File: config.mk
export PLATFORM = sky130hd
export DESIGN_NAME = dsa_div
export DESIGN_NICKNAME = d
export VERILOG_FILES = /design/src/dsa_pkg.sv /design/src/dsa_div.sv
export SDC_FILE = /design/constraint.sdc
export NUM_CORES = 1
export LEC_CHECK = 0
export BUFFER_PORTS_ARGS = -buffer_cell sky130_fd_sc_hd__buf_2
export CORE_ASPECT_RATIO = 0.9
export CORE_UTILIZATION = 55
export CTS_CLUSTER_SIZE = 24
export DETAILED_ROUTE_END_ITERATION = 12
export PLACE_DENSITY = 0.87
export SYNTH_ARGS = -nofsm -noshare
export SYNTH_HDL_FRONTEND = slang
export SYNTH_SLANG_ARGS = --single-unit
File: constraint.sdc
create_clock -name clk -period 3.2 [get_ports clk]
set_input_delay 0.32 -clock clk [delete_from_list [all_inputs] [get_ports clk]]
set_output_delay 0.32 -clock clk [all_outputs]
set_load 0.05 [all_outputs]
File: src/dsa_pkg.sv
// ----------------------------------------------------------------------------
// dsa_pkg
// Shared types, constants and helpers of the descriptor slot allocator.
// ----------------------------------------------------------------------------
package dsa_pkg;

  localparam int unsigned ADDR_W        = 64;
  localparam int unsigned STRIDE_W      = 16;
  localparam int unsigned COUNT_W       = 11;
  localparam int unsigned CFG_IDX_W     = 2;
  localparam int unsigned CFG_DATA_W    = 64;
  localparam int unsigned MAX_SLOTS_DEF = 1024;

  localparam logic [STRIDE_W-1:0] STRIDE_RST = 16'd32;
  localparam logic [COUNT_W-1:0]  COUNT_RST  = 11'd1024;

  typedef enum logic [1:0] {
    ST_OK       = 2'd0,
    ST_EMPTY    = 2'd1,
    ST_MISMATCH = 2'd2,
    ST_FULL     = 2'd3
  } status_t;

  typedef enum logic [CFG_IDX_W-1:0] {
    CFG_CPU_BASE   = 2'd0,
    CFG_GPU_BASE   = 2'd1,
    CFG_SLOT_STRIDE = 2'd2,
    CFG_SLOT_COUNT = 2'd3
  } cfg_idx_t;

  // slot count clipped to the stack depth
  function automatic logic [31:0] dsa_eff_count(logic [COUNT_W-1:0] cnt,
                                                int unsigned max_slots);
    logic [31:0] c;
    c = 32'(cnt);
    return (c > max_slots) ? 32'(max_slots) : c;
  endfunction

endpackage

File: src/dsa_div.sv
// ----------------------------------------------------------------------------
// dsa_div
// Restoring divider, one quotient bit per cycle. The caller guarantees the
// quotient fits in QW bits (upper STRIDE_W dividend bits below the divisor).
// ----------------------------------------------------------------------------
module dsa_div
  import dsa_pkg::*;
#(
  parameter int unsigned QW = 10
) (
  input  logic                   clk,
  input  logic                   rst_n,
  input  logic                   start,
  input  logic [QW+STRIDE_W-1:0] dividend,
  input  logic [STRIDE_W-1:0]    divisor,
  output logic                   done,
  output logic [QW-1:0]          quotient
);

  localparam int unsigned CW = $clog2(QW + 1);

  logic [STRIDE_W-1:0] rem_r;
  logic [QW-1:0]       quo_r;
  logic [CW-1:0]       cnt_r;
  logic                busy_r;
  logic                done_r;

  logic [STRIDE_W:0]   trial;
  logic                ge;
  logic [STRIDE_W:0]   diff;

  assign trial = {rem_r, quo_r[QW-1]};
  assign ge    = trial >= {1'b0, divisor};
  assign diff  = trial - {1'b0, divisor};

  always_ff @(posedge clk) begin
    if (!rst_n) begin
      busy_r <= 1'b0;
      done_r <= 1'b0;
      cnt_r  <= '0;
    end else begin
      done_r <= 1'b0;
      if (start) begin
        busy_r <= 1'b1;
        cnt_r  <= CW'(QW);
        rem_r  <= dividend[QW+STRIDE_W-1:QW];
        quo_r  <= dividend[QW-1:0];
      end else if (busy_r) begin
        rem_r <= ge ? diff[STRIDE_W-1:0] : trial[STRIDE_W-1:0];
        // low dividend bits shift out on top, quotient bits shift in below
        quo_r <= QW'({quo_r, ge});
        cnt_r <= cnt_r - CW'(1);
        if (cnt_r == CW'(1)) begin
          busy_r <= 1'b0;
          done_r <= 1'b1;
        end
      end
    end
  end

  assign done     = done_r;
  assign quotient = quo_r;

endmodule

==> results of run 1 <==
metal layers:
metal | vias to the layer above | track usage [%]
li1 | 1122 | -
met1 | 1057 | 36.4
met2 | 95 | 41.8
met3 | 13 | 4.63
met4 | 0 | 7.55
met5 | - | 0
kinds of logic (layout without fill, tap and decap cells):
kind of cell	count (synthesis)	count (layout)	synth area share, %
buf+inv	38	89	7.05
mux	10	10	4.26
xor+xnor	15	15	4.97
fa+ha+maj	19	19	9.27
simple gates	75	75	15.2
compound gates	83	83	25.2
flops	32	32	34.1
flip-flops by register name, summed over array words and instances (netlist names):
name	count
busy_r	1
cnt_r	4
done	1
quotient	10
rem_r	16
synth_stat cells, types with 5 or more instances:
| cell type | n | share of area (%) |
|---|---|---|
| nand3_1 | 11 | 2.1 |
| dfxtp_1 | 6 | 4.5 |
| a41oi_1 | 6 | 2.0 |
| a21o_1 | 7 | 2.0 |
| clkbuf_1 | 6 | 0.85 |
| mux2_2 | 10 | 4.3 |
| o21ai_1 | 10 | 1.9 |
| inv_1 | 22 | 3.1 |
| nand2_1 | 14 | 2.0 |
| xnor2_1 | 11 | 3.6 |
| a21oi_1 | 9 | 1.7 |
| nor2_1 | 19 | 2.7 |
| edfxtp_1 | 26 | 30 |
| nor3_1 | 5 | 0.95 |
| and2_1 | 7 | 1.7 |
| a31oi_1 | 10 | 2.4 |
| ha_1 | 18 | 8.5 |
area by class of cell:
class                   instances  share of cell area [%]
well taps                      62                    2.56
inverters                      23                    2.85
clock inverters                 2                    1.16
repair buffers                 58                    9.83
flip-flops and latches         32                    29.8
clock buffers                   6                    2.40
multi-input cells             202                    51.4
metrics by stage:
| stage | total power (uW) | worst slack, ns | std cells | util (%) | area (sq um) |
|---|---|---|---|---|---|
| detailed placement | 1020 | 0.498 | 377 | 64.2 | 2920 |
| global route | 1490 | 0.333 | 385 | 66.6 | 3030 |
| CTS | 1410 | 0.493 | 385 | 66.6 | 3030 |
| floorplan | 919 | 0.662 | 272 | - | 2650 |
| global placement | 1010 | 0.562 | 377 | 64.2 | 2920 |
| finish | 1410 | 0.500 | 385 | 66.6 | 3030 |
worst reg2reg max path, stage by stage, from the launching register on:
cell and delay, ns:
edfxtp_1 0.40, ha_1 0.46, a21oi_2 0.30, o21ai_2 0.16, o311ai_4 0.61, nand2_1 0.23, mux2_2 0.31
worst max path at each step:
| stage | endpoint | slack [ns] | cells past startpoint |
|---|---|---|---|
| after floorplan | rem_r[14]$_DFFE_PP_ | 0.66 | 10 |
| after global placement | quotient[0]$_DFFE_PP_ | 0.56 | 8 |
| after detailed placement | quotient[0]$_DFFE_PP_ | 0.50 | 8 |
| after CTS | quotient[0]$_DFFE_PP_ | 0.49 | 6 |
| after global routing | rem_r[9]$_DFFE_PP_ | 0.33 | 7 |
| final | quotient[0]$_DFFE_PP_ | 0.50 | 6 |
where the power goes:
part           total, uW  internal [uW]  switching (uW)
Sequential           523            498            24.6
Clock                390            231             159
Combinational        499            203             296
==> flow_summary.toml, run 1 <==
[critical_path]
r2r_cells = 6
reg2reg_from = "rem_r[7]$_DFFE_PP_"
critical_path.startpoint = "rem_r[7]$_DFFE_PP_"
cp.buffers_inverters = 0
crit_path_top_delay_cell = "o311ai_4"
r2r_slack_ns = 0.50
crit_type = "flop to flop"
cpPeakStageDelay_ns = 0.61
crit_required_ns = 3.24
rr_endpoint = "quotient[0]$_DFFE_PP_"
cpLargestDelayFamily = "compound AO/OA/AOI/OAI gates"
cp_cell_sequence = "ha_1 > a21oi_2 > o21ai_2 > o311ai_4 > nand2_1 > mux2_2"
critPathMaxFanout = 15
startpoint_type = "flop"
cp_data_arrival_time_ns = 2.74
cp-end-kind = "flop"

[drt]
viasPerCell = 5.94
wl_met1_um = 2700
wirelength_um = 6000
ant_nets = 0
drc = 0
avgRoutedWirePerCell_um = 15.6
met2WireLength_um = 2760
top_layer = "met4"
vias = 2287
first_pass_iters = 4
drt-initial-drc-count = 216
wl_met3_um = 440

[pwr]
power_density_nw_per_um2 = 466
ir_worst_vdd_mv = 0.356
p_leak_uw = 0.00125

[logic_synthesis]
avgSynthCellArea_sq_um = 9.72
synth_flop_cell = "edfxtp_1"
syn_inst = 272
synth_edf_count = 26
syn_nets = 336
yosysSeqAreaShare_pct = 34.1
yosysWarnings = 0
postSynth.asyncResetShare_pct = 0
synth_seq_cells = 32
yosysUniqueCellTypes = 61
synth_area_sq_um = 2650

[clock_network]
hold_buffers = 0
cts.reportedPaths.clkPinSlew_ns = 0.07
cts_buffers = 5
cts_setup_buffers = 0
cts.sinks = 32
cts_resized = 0
clockBufferDepth = 2
htree_num_levels = 2
cts_tree = "built"
clock_latency_ns = 0.29
cts-root-buf = "clkbuf_8"

[floorplanning]
die_h_um = 67.8
die_area_sq_um = 5090
rows = 23
ios = 56
die_w_um = 75.1
core_sq_um = 4550
initial_core_util_pct = 58.2

[timing]
whs_ns = 0.313
period_share_pct = 84.4
hold_viol_final = 0
fin_crit_ns = 2.70
timing.fmax_mhz = 370
finalSetupViolCount = 0
fin_tns_setup_ns = 0
fin_skew_ns = 0.00593
max_slew_margin_pct = 53.5
tightestPinTransition_ns = 0.696
rsz0062_at_grt = "false"
slew_viol_final = 0

[layout]
fillCellCount = 380
n_antenna_cell = 0
regArea_sq_um = 901
mostFrequentLayoutCells = "buf_2 (55), edfxtp_1 (26), inv_1 (22)"
drive_gt1_share_pct = 28.8
final_common_cell = "buf_2"
nets = 386
multi_input_area_sq_um = 1560
syn2layout_area_growth_pct = 14.5

[place]
gp_routability_congestion = 0.880
numPortBuffers = 55
place_hpwl_um = 4420

[global_routing]
antenna_found_initial = 0
gr-usage-all-layers_pct = 26.2
overflow = 0
grt_max_degree = 28
first_global_vias = 2096
grt_pass1_wl_um = 9890

[min_path]
min_to = "cnt_r[1]$_SDFFE_PN0N_"
hold_depth = 2
hold_class = "input pin to flop"
worstHoldStart = "rst_n"

[run]
drv_cap = 0

[status]
status = "completed"
(Power assumes the default switching activity.)
==> run 2: changes to the inputs <==
--- a/config.mk
+++ b/config.mk
@@ -7,10 +7,10 @@
 export LEC_CHECK = 0
 export BUFFER_PORTS_ARGS = -buffer_cell sky130_fd_sc_hd__buf_2
 export CORE_ASPECT_RATIO = 0.9
-export CORE_UTILIZATION = 55
+export CORE_UTILIZATION = 50
 export CTS_CLUSTER_SIZE = 24
 export DETAILED_ROUTE_END_ITERATION = 12
-export PLACE_DENSITY = 0.87
+export PLACE_DENSITY = 0.84
 export SYNTH_ARGS = -nofsm -noshare
 export SYNTH_HDL_FRONTEND = slang
 export SYNTH_SLANG_ARGS = --single-unit
==> constraint.sdc (replaced) <==
create_clock -name clk -period 2.28 [get_ports clk]
set_input_delay 0.228 -clock clk [delete_from_list [all_inputs] [get_ports clk]]
set_output_delay 0.228 -clock clk [all_outputs]
set_load 0.05 [all_outputs]
==> run 2 against run 1 <==
  * Clock power increased by 44%
  * Global-route usage increased by 0.38 points
  * First-iteration DRC count up 14%
==> flow_summary.toml, run 2 (synthesized netlist as in run 1, its figures left out) <==
[clock_network]
clockBufferDepth = 2
cts.sinks = 32
cts_buffers = 5
cts.reportedPaths.clkPinSlew_ns = 0.08
cts_tree = "built"
htree_num_levels = 2
hold_buffers = 0
cts-root-buf = "clkbuf_8"
clock_latency_ns = 0.29

[place]
gp_routability_congestion = 0.921
place_hpwl_um = 5120
placed_cells = 410
numPortBuffers = 55
placed_area_sq_um = 3180

[critical_path]
cp-end-kind = "flop"
crit_required_ns = 2.41
startpoint_type = "flop"
crit_type = "flop to flop"
cp_data_arrival_time_ns = 2.40
critPathMaxFanout = 4

[global_routing]
grt_use_met3_pct = 5.42
use_met1_pct = 34.6
gr-usage-all-layers_pct = 26.6
antenna_found_initial = 0
use_met2_pct = 44.2
grt_max_degree = 28
overflow = 0
grt_pass1_wl_um = 11500
first_global_vias = 2514
top_usage_layer = "met2"

[layout]
nets = 424
final_cells = 426
n_antenna_cell = 0
stdcell_area_sq_um = 3570
drive_gt1_share_pct = 45.7
syn2layout_area_growth_pct = 35.1
fin_util_pct = 72.1
largest_reg_flops = 16
top_register = "rem_r"
final_common_cell = "buf_2"
fillCellCount = 371
mostFrequentLayoutCells = "buf_2 (55), buf_4 (37), edfxtp_1 (26)"

[timing]
fin_skew_ns = 0.0124
rsz0062_at_grt = "true"
fin_crit_ns = 2.27
tightestPinTransition_ns = 0.549
finalSetupViolCount = 0
timing.fmax_mhz = 441
slew_viol_final = 0
hold_viol_final = 0
max_slew_margin_pct = 63.4
period_share_pct = 99.6

[drt]
ant_nets = 0
first_pass_iters = 5
viasPerCell = 5.98
avgRoutedWirePerCell_um = 17.7
drc = 0
vias = 2549
drt-initial-drc-count = 247
wirelength_um = 7540

[floorplanning]
initial_core_util_pct = 53.4
die_h_um = 71
die_area_sq_um = 5590
die_w_um = 78.7
ios = 56
core_sq_um = 4950
rows = 24

[min_path]
hold_class = "input pin to flop"

[run]
drv_cap = 0

[pwr]
p_leak_uw = 0.00145
ir_worst_vdd_mv = 0.498
power_density_nw_per_um2 = 624

[status]
status = "completed"
==> run 2: cell types whose count changed in the layout (fill, tap and decap cells not counted), sizes merged <==
cell | previous run | this run
clkbuf | 6 | 5
clkinvlp | 0 | 1
buf | 58 | 96
==> run 2: what timing repair did <==
| item | CTS | global route |
|---|---|---|
| buffers inserted | 4 | 5 |
| pin swaps | 6 | 22 |
| setup endpoints to repair | 17 | 17 |
| gates resized for setup | 14 | 26 |
==> run 2: layout make-up <==
type	count	area, sq um	area share [%]
Tap cell	65	81.3	2.28
Clock buffer	5	68.8	1.93
Clock inverter	3	42.5	1.19
Inverter	23	86.3	2.42
Timing Repair Buffer	96	598	16.7
Multi-Input combinational cell	202	1790	50.2
Sequential cell	32	901	25.2
==> run 2: final timing paths <==
check | cells past startpoint | end | slack [ns] | from
setup / recovery | 10 | rem_r[8]$_DFFE_PP_ | 0.01 | quotient[9]$_DFFE_PP_
hold reg to reg | 1 | done$_SDFF_PP0_ | 0.48 | cnt_r[3]$_SDFFE_PN0N_
setup reg to reg | 10 | rem_r[8]$_DFFE_PP_ | 0.01 | quotient[9]$_DFFE_PP_
hold / removal | 2 | cnt_r[3]$_SDFFE_PN0N_ | 0.22 | rst_n
==> run 2: where the power goes <==
part           internal, uW  switching [uW]
combinational           417             514
sequential              699            37.5
clock                   323             240
total                  1440             791
==> run 2: routing by layer <==
layer	up-vias	routed length, um
met5	-	0
met4	0	237
met3	26	571
met2	126	3560
met1	1195	3170
li1	1202	-
==> run 2: stage by stage <==
step                total power (uW)  hold WS [ns]  TNS, ns  setup WS [ns]
floorplan                       1300         0.382   -0.563        -0.0964
global placement                1520         0.467   -0.193        -0.0349
detailed placement              1540         0.474   -0.468        -0.0724
CTS                             2130         0.214        0        0.00221
global route                    2330         0.212   -0.551         -0.124
finish                          2230         0.221        0        0.00998
==> run 2: worst max-delay path, cell delays in order (launching register included) <==
cell and delay, ns:
edfxtp_1 0.40, inv_1 0.09, ha_2 0.18, inv_2 0.04, fa_2 0.36, a21oi_4 0.19
o221ai_4 0.16, a31oi_1 0.24, xnor2_1 0.16, o21ai_1 0.09, a31oi_1 0.21
==> run 3: changes to the inputs <==
--- a/config.mk
+++ b/config.mk
@@ -7,10 +7,12 @@
 export LEC_CHECK = 0
 export BUFFER_PORTS_ARGS = -buffer_cell sky130_fd_sc_hd__buf_2
 export CORE_ASPECT_RATIO = 0.9
+export CORE_MARGIN = 1
 export CORE_UTILIZATION = 50
 export CTS_CLUSTER_SIZE = 24
 export DETAILED_ROUTE_END_ITERATION = 12
 export PLACE_DENSITY = 0.84
+export RECOVER_POWER = 50
 export SYNTH_ARGS = -nofsm -noshare
 export SYNTH_HDL_FRONTEND = slang
 export SYNTH_SLANG_ARGS = --single-unit
==> run 3 against run 2 <==
  * The flow now finishes with violations (negative setup slack)
  * Global-route usage unchanged
  * Critical path depth shrank 3
  * Worst setup slack worse by 0.046 ns
  * Combinational power about the same
  * Clock power increased by 0.7%
  * Total power up 0.10%
  * Critical path type unchanged
  * Largest power group unchanged
==> flow_summary.toml, run 3 (synthesized netlist as in run 1, its figures left out) <==
[status]
status = "complete, but fails checks"
violations = "negative setup slack"

[floorplanning]
rows = 24
die_w_um = 78.7
ios = 56
core_sq_um = 4950
initial_core_util_pct = 53.4
die_h_um = 71
die_area_sq_um = 5590

[place]
placed_cells = 410
numPortBuffers = 55
place_hpwl_um = 5120
gp_routability_congestion = 0.921

[critical_path]
crit_path_top_delay_cell = "edfxtp_1"
r2r_slack_ns = -0.04
cp.buffers_inverters = 1
cp_data_arrival_time_ns = 2.32
crit_type = "flop to flop"
cp_cell_sequence = "ha_1 > nand4_4 > nor3_2 > o311ai_4 > buf_4 > a41oi_2 > o31ai_1"
startpoint_type = "flop"
r2r_cells = 7
crit_required_ns = 2.28
reg2reg_from = "rem_r[5]$_DFFE_PP_"
critPathMaxFanout = 5
cp-end-kind = "flop"
rr_endpoint = "rem_r[9]$_DFFE_PP_"
cpLargestDelayFamily = "simple AND/OR/NAND/NOR gates"
cpPeakStageDelay_ns = 0.43

[timing]
rsz0062_at_grt = "true"
fin_crit_ns = 2.32
fin_ws_ns = -0.0359
fin_skew_ns = 0.0127
slew_viol_final = 0
timing.fmax_mhz = 432
hold_viol_final = 0
finalSetupViolCount = 4
tightestPinTransition_ns = 1.30
period_share_pct = 102
max_slew_margin_pct = 13.5

[layout]
n_antenna_cell = 0
largest_reg_flops = 16
top_register = "rem_r"
fillCellCount = 378
drive_gt1_share_pct = 42.4
fin_util_pct = 71.7
final_cells = 426
syn2layout_area_growth_pct = 34.3
nets = 424
final_common_cell = "buf_2"
mostFrequentLayoutCells = "buf_2 (43), buf_4 (35), edfxtp_1 (26)"

[drt]
first_pass_iters = 5
wirelength_um = 7590
avgRoutedWirePerCell_um = 17.8
ant_nets = 0
drc = 0
wl_met3_um = 571
top_layer = "met4"
drt-initial-drc-count = 241
viasPerCell = 6.04
met2WireLength_um = 3610
vias = 2572
wl_met1_um = 3180

[pwr]
switching_share_pct = 35.7
seqPwrFrac_pct = 33.0
p_switching_uw = 797
pwr-share-comb_pct = 41.6
ir_worst_vdd_mv = 0.495
p_leak_uw = 0.00142
pwr-share-clk_pct = 25.4
p_int_uw = 1440
power_density_nw_per_um2 = 629

[min_path]
min_to = "cnt_r[3]$_SDFFE_PN0N_"
worstHoldStart = "rst_n"
hold_class = "input pin to flop"
hold_depth = 2

[clock_network]
cts-root-buf = "clkbuf_8"
clock_latency_ns = 0.30
hold_buffers = 0
htree_num_levels = 2
cts_buffers = 5
cts_tree = "built"
cts.reportedPaths.clkPinSlew_ns = 0.08
cts.sinks = 32
clockBufferDepth = 2

[global_routing]
gr-usage-all-layers_pct = 26.6
first_global_vias = 2514
grt_max_degree = 28
grt_pass1_wl_um = 11500
overflow = 0
antenna_found_initial = 0

[run]
drv_cap = 0
==> run 3: power by group through the flow <==
| stage | Sequential, uW | Clock [uW] | Combinational (uW) |
|---|---|---|---|
| final | 738 | 567 | 928 |
| after global placement | 743 | 0 | 775 |
| after CTS | 735 | 569 | 830 |
| after detailed placement | 745 | 0 | 794 |
| after floorplan | 777 | 0 | 524 |
| after global routing | 743 | 590 | 997 |
==> run 3: timing repair <==
item	in CTS	in global routing
pin swaps	6	22
endpoints found under the setup margin	17	17
gates resized for setup	14	26
buffers inserted	4	5
==> run 3: layer usage <==
metal / track usage (%) / vias up
met5: 0 / -
met4: 8.64 / 0
met3: 5.42 / 22
met2: 44.2 / 139
met1: 34.6 / 1209
li1: - / 1202
==> run 3: worst max path at each step <==
stage | start | end | slack [ns] | depth (start not counted)
floorplan | quotient[9]$_DFFE_PP_ | rem_r[9]$_DFFE_PP_ | -0.1 | 9
global placement | rem_r[11]$_DFFE_PP_ | rem_r[0]$_DFFE_PP_ | -0.03 | 7
detailed placement | rem_r[11]$_DFFE_PP_ | rem_r[5]$_DFFE_PP_ | -0.07 | 7
CTS | quotient[9]$_DFFE_PP_ | rem_r[14]$_DFFE_PP_ | 0.002 | 10
global route | quotient[9]$_DFFE_PP_ | rem_r[8]$_DFFE_PP_ | -0.12 | 10
finish | rem_r[5]$_DFFE_PP_ | rem_r[9]$_DFFE_PP_ | -0.04 | 7
==> run 3: area by class of cell <==
type | instances | area, sq um | area share (%)
tap | 65 | 81.3 | 2.29
multi-input combinational | 202 | 1790 | 50.5
clock buffer | 5 | 68.8 | 1.94
sequential | 32 | 901 | 25.4
inverter | 23 | 86.3 | 2.43
timing repair buffer | 96 | 578 | 16.3
clock inverter | 3 | 42.5 | 1.20
==> run 3: metrics by stage <==
step / setup TNS (ns) / instance area, sq um / setup WS [ns] / total power [uW] / hold slack [ns]
CTS: 0 / 3390 / 0.00221 / 2130 / 0.214
global placement: -0.193 / 3180 / -0.0349 / 1520 / 0.467
detailed placement: -0.468 / 3180 / -0.0724 / 1540 / 0.474
floorplan: -0.563 / 2680 / -0.0964 / 1300 / 0.382
global route: -0.738 / 3550 / -0.124 / 2330 / 0.212
finish: -0.0525 / 3550 / -0.0359 / 2230 / 0.220
